File: config.mk
export PLATFORM = sky130hd
export DESIGN_NAME = decimal_length_prefix_deframer
export DESIGN_NICKNAME = d
export VERILOG_FILES = /design/src/design/dlpd_pkg.sv /design/src/design/dlpd_in_stage.sv /design/src/design/dlpd_step.sv /design/src/design/dlpd_out_stage.sv /design/src/design/decimal_length_prefix_deframer.sv
export VERILOG_INCLUDE_DIRS = /design/src /design/src/design
export SDC_FILE = /design/constraint.sdc
export NUM_CORES = 1
export LEC_CHECK = 0
export ABC_AREA = 1
export BUFFER_PORTS_ARGS = -buffer_cell sky130_fd_sc_hd__buf_4
export CAP_MARGIN = 20
export CORE_ASPECT_RATIO = 1.5
export CORE_MARGIN = 1
export CORE_UTILIZATION = 45
export DETAILED_ROUTE_END_ITERATION = 6
export HOLD_SLACK_MARGIN = 0.02
export SYNTH_ARGS = -nofsm -noshare
export SYNTH_HDL_FRONTEND = slang
export SYNTH_HIERARCHICAL = 1
export SYNTH_SLANG_ARGS = --single-unit
File: constraint.sdc
create_clock -name clk_i -period 5 [get_ports clk_i]
set_input_delay 1 -clock clk_i [delete_from_list [all_inputs] [get_ports clk_i]]
set_output_delay 1 -clock clk_i [all_outputs]
set_load 0.03 [all_outputs]
File: src/design/decimal_length_prefix_deframer_macros.svh
// Assertion helpers for the deframer.
`ifndef DECIMAL_LENGTH_PREFIX_DEFRAMER_MACROS_SVH
`define DECIMAL_LENGTH_PREFIX_DEFRAMER_MACROS_SVH

// Check that holds at every clock edge out of reset.
`define DLPD_ASSERT(lbl, prop, msg) \
  lbl: assert property (@(posedge clk_i) disable iff (!rst_ni) (prop)) else $error(msg);

// Check of the form "cond holds, then next holds in the following cycle".
`define DLPD_ASSERT_NEXT(lbl, cond, nxt, msg) \
  lbl: assert property (@(posedge clk_i) disable iff (!rst_ni) (cond) |=> (nxt)) \
    else $error(msg);

`endif

File: src/design/dlpd_pkg.sv
package dlpd_pkg;

  localparam int PREFIX_DIGITS = 4;
  localparam int LEN_MAX       = 10 ** PREFIX_DIGITS - 1;
  localparam int LEN_W         = $clog2(LEN_MAX + 1);
  localparam int CNT_W         = $clog2(PREFIX_DIGITS + 1);

  localparam logic [7:0] CHAR_ZERO    = 8'h30;
  localparam logic [7:0] CHAR_NINE    = 8'h39;
  localparam logic [7:0] CHAR_NEWLINE = 8'h0a;

  typedef enum logic [2:0] {
    KIND_PAYLOAD    = 3'd0,
    KIND_DONE       = 3'd1,
    KIND_BAD_DIGIT  = 3'd2,
    KIND_ZERO_LEN   = 3'd3,
    KIND_NO_NEWLINE = 3'd4
  } kind_e;

  typedef struct packed {
    logic       vld;
    logic [7:0] data;
    kind_e      kind;
  } res_t;

  typedef struct packed {
    logic in_payload;
    logic left_zero;
  } status_t;

endpackage

File: src/design/dlpd_in_stage.sv
module dlpd_in_stage (
  input  logic       clk_i,
  input  logic       rst_ni,
  input  logic       in_valid_i,
  output logic       in_ready_o,
  input  logic [7:0] in_byte_i,
  input  logic       fire_i,
  output logic       vld_o,
  output logic [7:0] data_o
);
  import dlpd_pkg::*;

  logic       vld_q;
  logic [7:0] data_q;

  assign in_ready_o = !vld_q || fire_i;
  assign vld_o      = vld_q;
  assign data_o     = data_q;

  always_ff @(posedge clk_i or negedge rst_ni) begin
    if (!rst_ni) begin
      vld_q <= 1'b0;
    end else if (in_valid_i && in_ready_o) begin
      vld_q <= 1'b1;
    end else if (fire_i) begin
      vld_q <= 1'b0;
    end
  end

  always_ff @(posedge clk_i) begin
    if (in_valid_i && in_ready_o) begin
      data_q <= in_byte_i;
    end
  end

endmodule

File: src/design/dlpd_step.sv
module dlpd_step (
  input  logic              clk_i,
  input  logic              rst_ni,
  input  logic              fire_i,
  input  logic [7:0]        data_i,
  output dlpd_pkg::res_t    res_o,
  output dlpd_pkg::status_t status_o
);
  import dlpd_pkg::*;

  logic             in_payload_q, in_payload_d;
  logic [CNT_W-1:0] cnt_q, cnt_d;
  logic [LEN_W-1:0] accum_q, accum_d;
  logic             bad_q, bad_d;
  logic [LEN_W-1:0] left_q, left_d;

  logic             is_digit;
  logic [3:0]       digit;
  logic [LEN_W+3:0] accum_wide;
  logic [LEN_W-1:0] accum_next;
  logic             bad_next;

  always_comb begin
    is_digit   = data_i inside {[CHAR_ZERO:CHAR_NINE]};
    digit      = 4'(data_i - CHAR_ZERO);
    accum_wide = ((LEN_W + 4)'(accum_q) << 3) + ((LEN_W + 4)'(accum_q) << 1)
                 + (LEN_W + 4)'(digit);
    accum_next = is_digit ? accum_wide[LEN_W-1:0] : accum_q;
    bad_next   = bad_q || !is_digit;

    in_payload_d = in_payload_q;
    cnt_d        = cnt_q;
    accum_d      = accum_q;
    bad_d        = bad_q;
    left_d       = left_q;
    res_o        = '{vld: 1'b0, data: 8'h00, kind: KIND_PAYLOAD};

    if (!in_payload_q) begin
      cnt_d   = cnt_q + CNT_W'(1);
      accum_d = accum_next;
      bad_d   = bad_next;
      if (cnt_q == CNT_W'(PREFIX_DIGITS - 1)) begin
        cnt_d   = '0;
        accum_d = '0;
        bad_d   = 1'b0;
        if (bad_next) begin
          res_o = '{vld: 1'b1, data: 8'h00, kind: KIND_BAD_DIGIT};
        end else if (accum_next == '0) begin
          res_o = '{vld: 1'b1, data: 8'h00, kind: KIND_ZERO_LEN};
        end else begin
          in_payload_d = 1'b1;
          left_d       = accum_next;
        end
      end
    end else if (left_q > LEN_W'(1)) begin
      left_d = left_q - LEN_W'(1);
      res_o  = '{vld: 1'b1, data: data_i, kind: KIND_PAYLOAD};
    end else begin
      in_payload_d = 1'b0;
      left_d       = '0;
      if (data_i == CHAR_NEWLINE) begin
        res_o = '{vld: 1'b1, data: 8'h00, kind: KIND_DONE};
      end else begin
        res_o = '{vld: 1'b1, data: 8'h00, kind: KIND_NO_NEWLINE};
      end
    end
  end

  assign status_o = '{in_payload: in_payload_q, left_zero: (left_q == '0)};

  always_ff @(posedge clk_i or negedge rst_ni) begin
    if (!rst_ni) begin
      in_payload_q <= 1'b0;
      cnt_q        <= '0;
      accum_q      <= '0;
      bad_q        <= 1'b0;
      left_q       <= '0;
    end else if (fire_i) begin
      in_payload_q <= in_payload_d;
      cnt_q        <= cnt_d;
      accum_q      <= accum_d;
      bad_q        <= bad_d;
      left_q       <= left_d;
    end
  end

endmodule

File: src/design/dlpd_out_stage.sv
module dlpd_out_stage (
  input  logic           clk_i,
  input  logic           rst_ni,
  input  logic           load_i,
  input  dlpd_pkg::res_t res_i,
  output logic           busy_o,
  output logic           out_valid_o,
  input  logic           out_ready_i,
  output logic [7:0]     out_byte_o,
  output logic [2:0]     out_kind_o
);
  import dlpd_pkg::*;

  logic       vld_q;
  logic [7:0] data_q;
  kind_e      kind_q;

  // Full and not draining this cycle: a new result cannot be taken.
  assign busy_o      = vld_q && !out_ready_i;
  assign out_valid_o = vld_q;
  assign out_byte_o  = data_q;
  assign out_kind_o  = kind_q;

  always_ff @(posedge clk_i or negedge rst_ni) begin
    if (!rst_ni) begin
      vld_q <= 1'b0;
    end else if (load_i) begin
      vld_q <= 1'b1;
    end else if (out_ready_i) begin
      vld_q <= 1'b0;
    end
  end

  always_ff @(posedge clk_i) begin
    if (load_i) begin
      data_q <= res_i.data;
      kind_q <= res_i.kind;
    end
  end

endmodule

File: src/design/decimal_length_prefix_deframer.sv
// Decimal length-prefix deframer. Takes one byte per beat and sustains one
// beat per cycle on both sides when neither side stalls. A byte is first
// captured in the input register, and its result is then loaded into the
// result register that drives out_valid, out_byte and out_kind. A
// held result that blocks a new one stalls the input register, and in_ready
// drops in that same cycle. Each frame opens with four ASCII digits giving
// a length L; L-1 payload beats follow (kind 0), then frame complete
// (kind 1) if the L-th byte is a newline, or missing newline (kind 4). A
// non-digit in the prefix gives bad digit (kind 2), and a zero length gives
// zero length (kind 3), both reported on the last prefix byte. Prefix bytes
// other than the last give no result. After any error or a finished frame,
// the next byte starts a new prefix.
`include "decimal_length_prefix_deframer_macros.svh"

module decimal_length_prefix_deframer (
  input  logic       clk_i,
  input  logic       rst_ni,
  input  logic       in_valid_i,
  output logic       in_ready_o,
  input  logic [7:0] in_byte_i,
  output logic       out_valid_o,
  input  logic       out_ready_i,
  output logic [7:0] out_byte_o,
  output logic [2:0] out_kind_o
);
  import dlpd_pkg::*;

  logic       s1_vld;
  logic [7:0] s1_data;
  logic       fire;
  logic       out_busy;
  res_t       res;
  status_t    status;

  assign fire = s1_vld && !(res.vld && out_busy);

  dlpd_in_stage u_in (
    .clk_i      (clk_i),
    .rst_ni     (rst_ni),
    .in_valid_i (in_valid_i),
    .in_ready_o (in_ready_o),
    .in_byte_i  (in_byte_i),
    .fire_i     (fire),
    .vld_o      (s1_vld),
    .data_o     (s1_data)
  );

  dlpd_step u_step (
    .clk_i    (clk_i),
    .rst_ni   (rst_ni),
    .fire_i   (fire),
    .data_i   (s1_data),
    .res_o    (res),
    .status_o (status)
  );

  dlpd_out_stage u_out (
    .clk_i       (clk_i),
    .rst_ni      (rst_ni),
    .load_i      (fire && res.vld),
    .res_i       (res),
    .busy_o      (out_busy),
    .out_valid_o (out_valid_o),
    .out_ready_i (out_ready_i),
    .out_byte_o  (out_byte_o),
    .out_kind_o  (out_kind_o)
  );

  `DLPD_ASSERT(a_payload_len_nz, !status.in_payload || !status.left_zero,
               "payload with no bytes left")
  `DLPD_ASSERT(a_payload_emits, !(status.in_payload && fire) || res.vld,
               "payload beat without result")
  `DLPD_ASSERT_NEXT(a_end_to_prefix, fire && res.vld && res.kind != KIND_PAYLOAD,
                    !status.in_payload, "frame end did not return to prefix")
  `DLPD_ASSERT_NEXT(a_load_shows, fire && res.vld, out_valid_o,
                    "loaded result not presented")

endmodule
=== Yosys cells after proc, flatten, opt, wreduce, memory -nomap -nowiden ===
Index checks and enable logic that the tools add are counted.

* Add/sub/neg operators: 5
* Bitwise operators: 1
* Multipliers: 0
* Mux-type cells: 24
* Div/mod/pow operators: 0
* Order comparisons: 3
* Reduce and logical (&&, ||, !) cells: 18
* Equal/unequal tests: 4
* Shift-type cells: 0

{| class="wikitable"
|+ Operators by type and width
! operator !! count
|-
| two-way mux 14 bit || 7
|-
| two-way mux 12 bit || 4
|-
| adder 14 bit || 1
|-
| adder 14 x 4 -> 14 bit || 1
|-
| > comparator 14 x 1 -> 1 bit (second input constant) || 1
|-
| zero test 14 bit || 1
|-
| subtractor 14 x 1 -> 14 bit (second input constant) || 1
|-
| two-way mux 11 bit || 1
|-
| two-way mux 1 bit || 10
|-
| equality test 8 x 4 -> 1 bit (second input constant) || 1
|-
| >= comparator 8 x 6 -> 1 bit (second input constant) || 1
|-
| <= comparator 8 x 6 -> 1 bit (second input constant) || 1
|-
| logical AND 1 bit || 6
|-
| two-way mux 3 bit || 2
|-
| nonzero test 2 bit || 3
|-
| zero test 1 bit || 4
|-
| != test 2 x 1 -> 1 bit (second input constant) || 2
|-
| AND reduction 4 bit || 1
|-
| subtractor 4 x 1 -> 4 bit (second input constant) || 1
|-
| adder 3 x 1 -> 3 bit (second input constant) || 1
|-
| equality test 3 x 2 -> 1 bit (second input constant) || 1
|-
| logical OR 1 bit || 2
|-
| AND reduction 2 bit || 1
|-
| NOT 1 bit || 1
|}

* Memory bits (writable): 0
* Output and inout bits: 13
* Memories kept: 0
* Register bits after elaboration: 54
* Word-level logic and storage cells: 65
* ROM bits: 0
* Bits of input ports: 12
* Latch bits: 0

=== Longest topological paths before layout ===
* Depth after elaboration: 14
* Depth in mapped cells: 27
* Gate-level depth less buffers: 26

=== Cells and area by module ===
Netlist, hierarchy kept.

{| class="wikitable"
|+ Modules (own cells, without submodules)
! module !! area each (um2) !! sequential area each (um2) !! instances !! cells each
|-
| dlpd_step || 3056.7 || 825.8 || 1 || 449
|-
| dlpd_out_stage || 376.6 || 355.3 || 1 || 17
|-
| dlpd_in_stage || 285.3 || 265.3 || 1 || 14
|-
| decimal_length_prefix_deframer || 25.0 || 0.0 || 1 || 5
|}

=== Least setup slack after synthesis ===
Ideal clock, no wire load.

* Path type: register to output
* Start: register u_step.accum_q[0]
* End: output in_ready_o
* Path slack: 1243 ps
* Data required time: 4000 ps
* Buffers on the path: 0
* Stages on the path, launching flop included: 20
* Arrival: 2757 ps
* Cell sequence: dfrtp_1 > inv_1 > fa_1 > fa_1 > inv_1 > nand3_1 > nand2_1 > nand2_1 > nand3_1 > nand3_1 > nand2_1 > nand3_1 > nor2_2 > nand3_1 > nand2_1 > nand2_1 > nand2_1 > a21oi_2 > inv_1 > nand2_1

{| class="wikitable"
|+ RTL lines
! what !! line !! source
|-
| start: declaration || dlpd_step.sv:13 || <nowiki>logic [LEN_W-1:0] accum_q, accum_d;</nowiki>
|-
| start signal: assignment || dlpd_step.sv:81 || <nowiki>accum_q <= accum_d;</nowiki>
|-
| end: declaration || decimal_length_prefix_deframer.sv:19 || <nowiki>output logic in_ready_o,</nowiki>
|}

==> impl_results.md <==
* GRT Resource Usage Total at 0.204
* Tot Pwr at 2.33 mW
* Die area at 8660 um^2
* DRC at 0
* First-pass GRT wire length at 14.1 mm
* Number of H-tree levels at 2
* Fin area at 4150 um^2
* DIE HEIGHT at 113 um
* P_leak at 2.22 nW
* Max Slew Vio Count at 0
* TritonCTS Sinks at 54
* Vias per cell at 5.03
* Via count at 3067
* CP bufs+invs at 4
* Clock-pin slew on the worst setup and hold paths at 0.07 ns
* HP Class: reg2reg
* Post-synthesis cell area at 3730 um^2
* CTS tree: yes
* RSZ-0062 raised after global routing: false
* CTS buffer count at 5
* Final setup viols at 0
* # rows at 40
* Final Critical Period at 4.39 ns
* Worst path top cell family by delay: simple AND/OR/NAND/NOR gates
* Initial antenna violation count at 0
* Hold_buf cts at 0
* Relative slew slack at 0.451
* Worst EP arrival at 3.39 ns
* Critical Path Max Stage Delay at 0.48 ns
* Crit path max-delay cell type: fa_1
* Maxcap violations at 0
* Grt ovf at 0
* Initial Util at 0.466
* # nets final at 543
* Crit. Startpoint: u_step/accum_q[0]
* Achievable Freq at 0.228 GHz
* Area after DPL at 3980 um^2
* Clock latency at the later pin of the worst-skew pair at 0.30 ns
* Worst hold start: u_step/cnt_q[1]
* CP cell instances: inv_1 > fa_1 > fa_1 > inv_1 > nand3_1 > nand2_1 > nand2_1 > nand3_1 > nand3_1 > nand2_1 > nand3_1 > nor2_2 > nand3_1 > nand2_1 > nand2_1 > nand2_1 > a21oi_2 > inv_1 > nand2_1 > buf_4
* DP HPWL at 6.23 mm
* Worst-path fanout max at 3
* Syn Inst Count at 482
* Chip width at 76.3 um
* Final Routed Wirelength at 8.16 mm
* CP endpoint kind: output port
* Hold Fails Final Rpt at 0
* Reg2reg start: u_step/accum_q[0]
* Largest net degree at the start of global routing at 36
* Skew final at 0.00502 ns
* P&R area growth vs syn at 11.3%
* DR iter-0 viols at 112
* Setup_tns at 0 ns
* Max Root-Sink Buffers at 2
* Number of port buffers at 24
* Syn_area_per_cell at 7.74 um^2
* Pre-antenna DRT Iters at 4
* Share of post-route cells with drive strength above 1 at 0.129
* Status: completed
* CTS root buf: clkbuf_16
* P per Cell Area at 561 nW/um^2
* Diode count at 0
* Setup Fix Bufs, Post-CTS at 0
* Fin crit share at 0.877
* Maximum VDD drop at 0.295 mV
* Most Frequent Cell on Critical Path: nand2_1
* Routability cong. at 0.833
* Syn. warnings at 6
* Wire per inst at 13.4 um
* Post-cts resize count at 0
* Vias in the first global route at 3066
* IO Count at 25
* Critical path class: reg2out
* Least-Margin Pin Slew at 0.821 ns
* DRT antenna net count at 0
* Synthesized Nets at 521
* CP required at 4.00 ns
* Startpoint Class: flop
* Filler cell count at 774
* Core area at 8010 um^2
==> layer usage <==
metal / GRT usage / up-vias / part of all wire
met3: 0.0264 / 7 / 0.022
li1: - / 1592 / -
met1: 0.243 / 1437 / 0.43
met4: 0.0705 / 0 / 0.015
met2: 0.377 / 31 / 0.53
met5: 0 / - / 0
==> tightest hold or removal path, cell delays in order (launching register included) <==
cell and delay, ns:
dfrtp_1 0.35, nand2_1 0.06, nand2_1 0.05
==> where the power goes <==
group          internal (mW)  total, mW  switching, mW
Combinational          0.469       1.25          0.784
Clock                  0.239      0.406          0.166
Sequential             0.572      0.670         0.0977
Total                   1.28       2.33           1.05
==> registers in the layout, summed over array words and instances (netlist names) <==
register             count
u_step/accum_q          14
u_step/left_q           14
u_in/data_o              8
u_out/out_byte_o         8
u_out/out_kind_o         3
u_step/cnt_q             3
u_in/vld_o               1
u_out/out_valid_o        1
u_step/bad_q             1
u_step/in_payload_q      1
==> stage by stage <==
stage          utilization  instances  setup WS, ns  hold WS (ns)
2_1_floorplan            -        482          1.24         0.446
3_3_place_gp         0.497        602         0.961         0.458
3_5_place_dp         0.497        602         0.904         0.470
4_1_cts              0.518        610         0.572         0.485
5_1_grt              0.518        610         0.223         0.526
6_report             0.518        610         0.614         0.484
==> worst paths after layout <==
kind / slack [ns] / cells past startpoint / end
min in group asynchronous: 0.65 / 1 / u_step/accum_q[13]
worst max-delay path: 0.61 / 20 / in_ready_o
worst min-delay path: 0.48 / 2 / u_step/cnt_q[1]
max in group asynchronous: 4.03 / 1 / u_step/accum_q[6]
worst max register to register: 1.03 / 24 / u_step/cnt_q[0]
worst min register to register: 0.48 / 2 / u_step/cnt_q[1]
==> placed cells by master, fill, tap and decap left out, types with 2 or more instances in the layout <==
cell type,n
nand2_1,130
inv_1,80
nand3_1,40
nor2_1,37
dfrtp_1,35
buf_4,26
ha_1,25
o22ai_1,21
edfxtp_1,19
o21ai_0,13
nand2_2,10
a21oi_1,8
nand4_1,7
xnor2_1,7
xor2_1,7
clkbuf_16,5
nor2_2,4
nor2_4,3
nor3_1,3
inv_2,2
nand2_4,2
o21ai_1,2
nand3_2,2
fa_1,2
==> area by class of cell <==
class,instances,area [um^2],share of cell area
multi-input cells,333,1890,0.454
flip-flops and latches,54,1450,0.349
inverters,84,318,0.0766
repair buffers,26,195,0.0470
well taps,105,131,0.0317
clock buffers,5,125,0.0302
clock inverters,3,47.5,0.0115
Note: power is estimated with default switching activity, not from simulation.
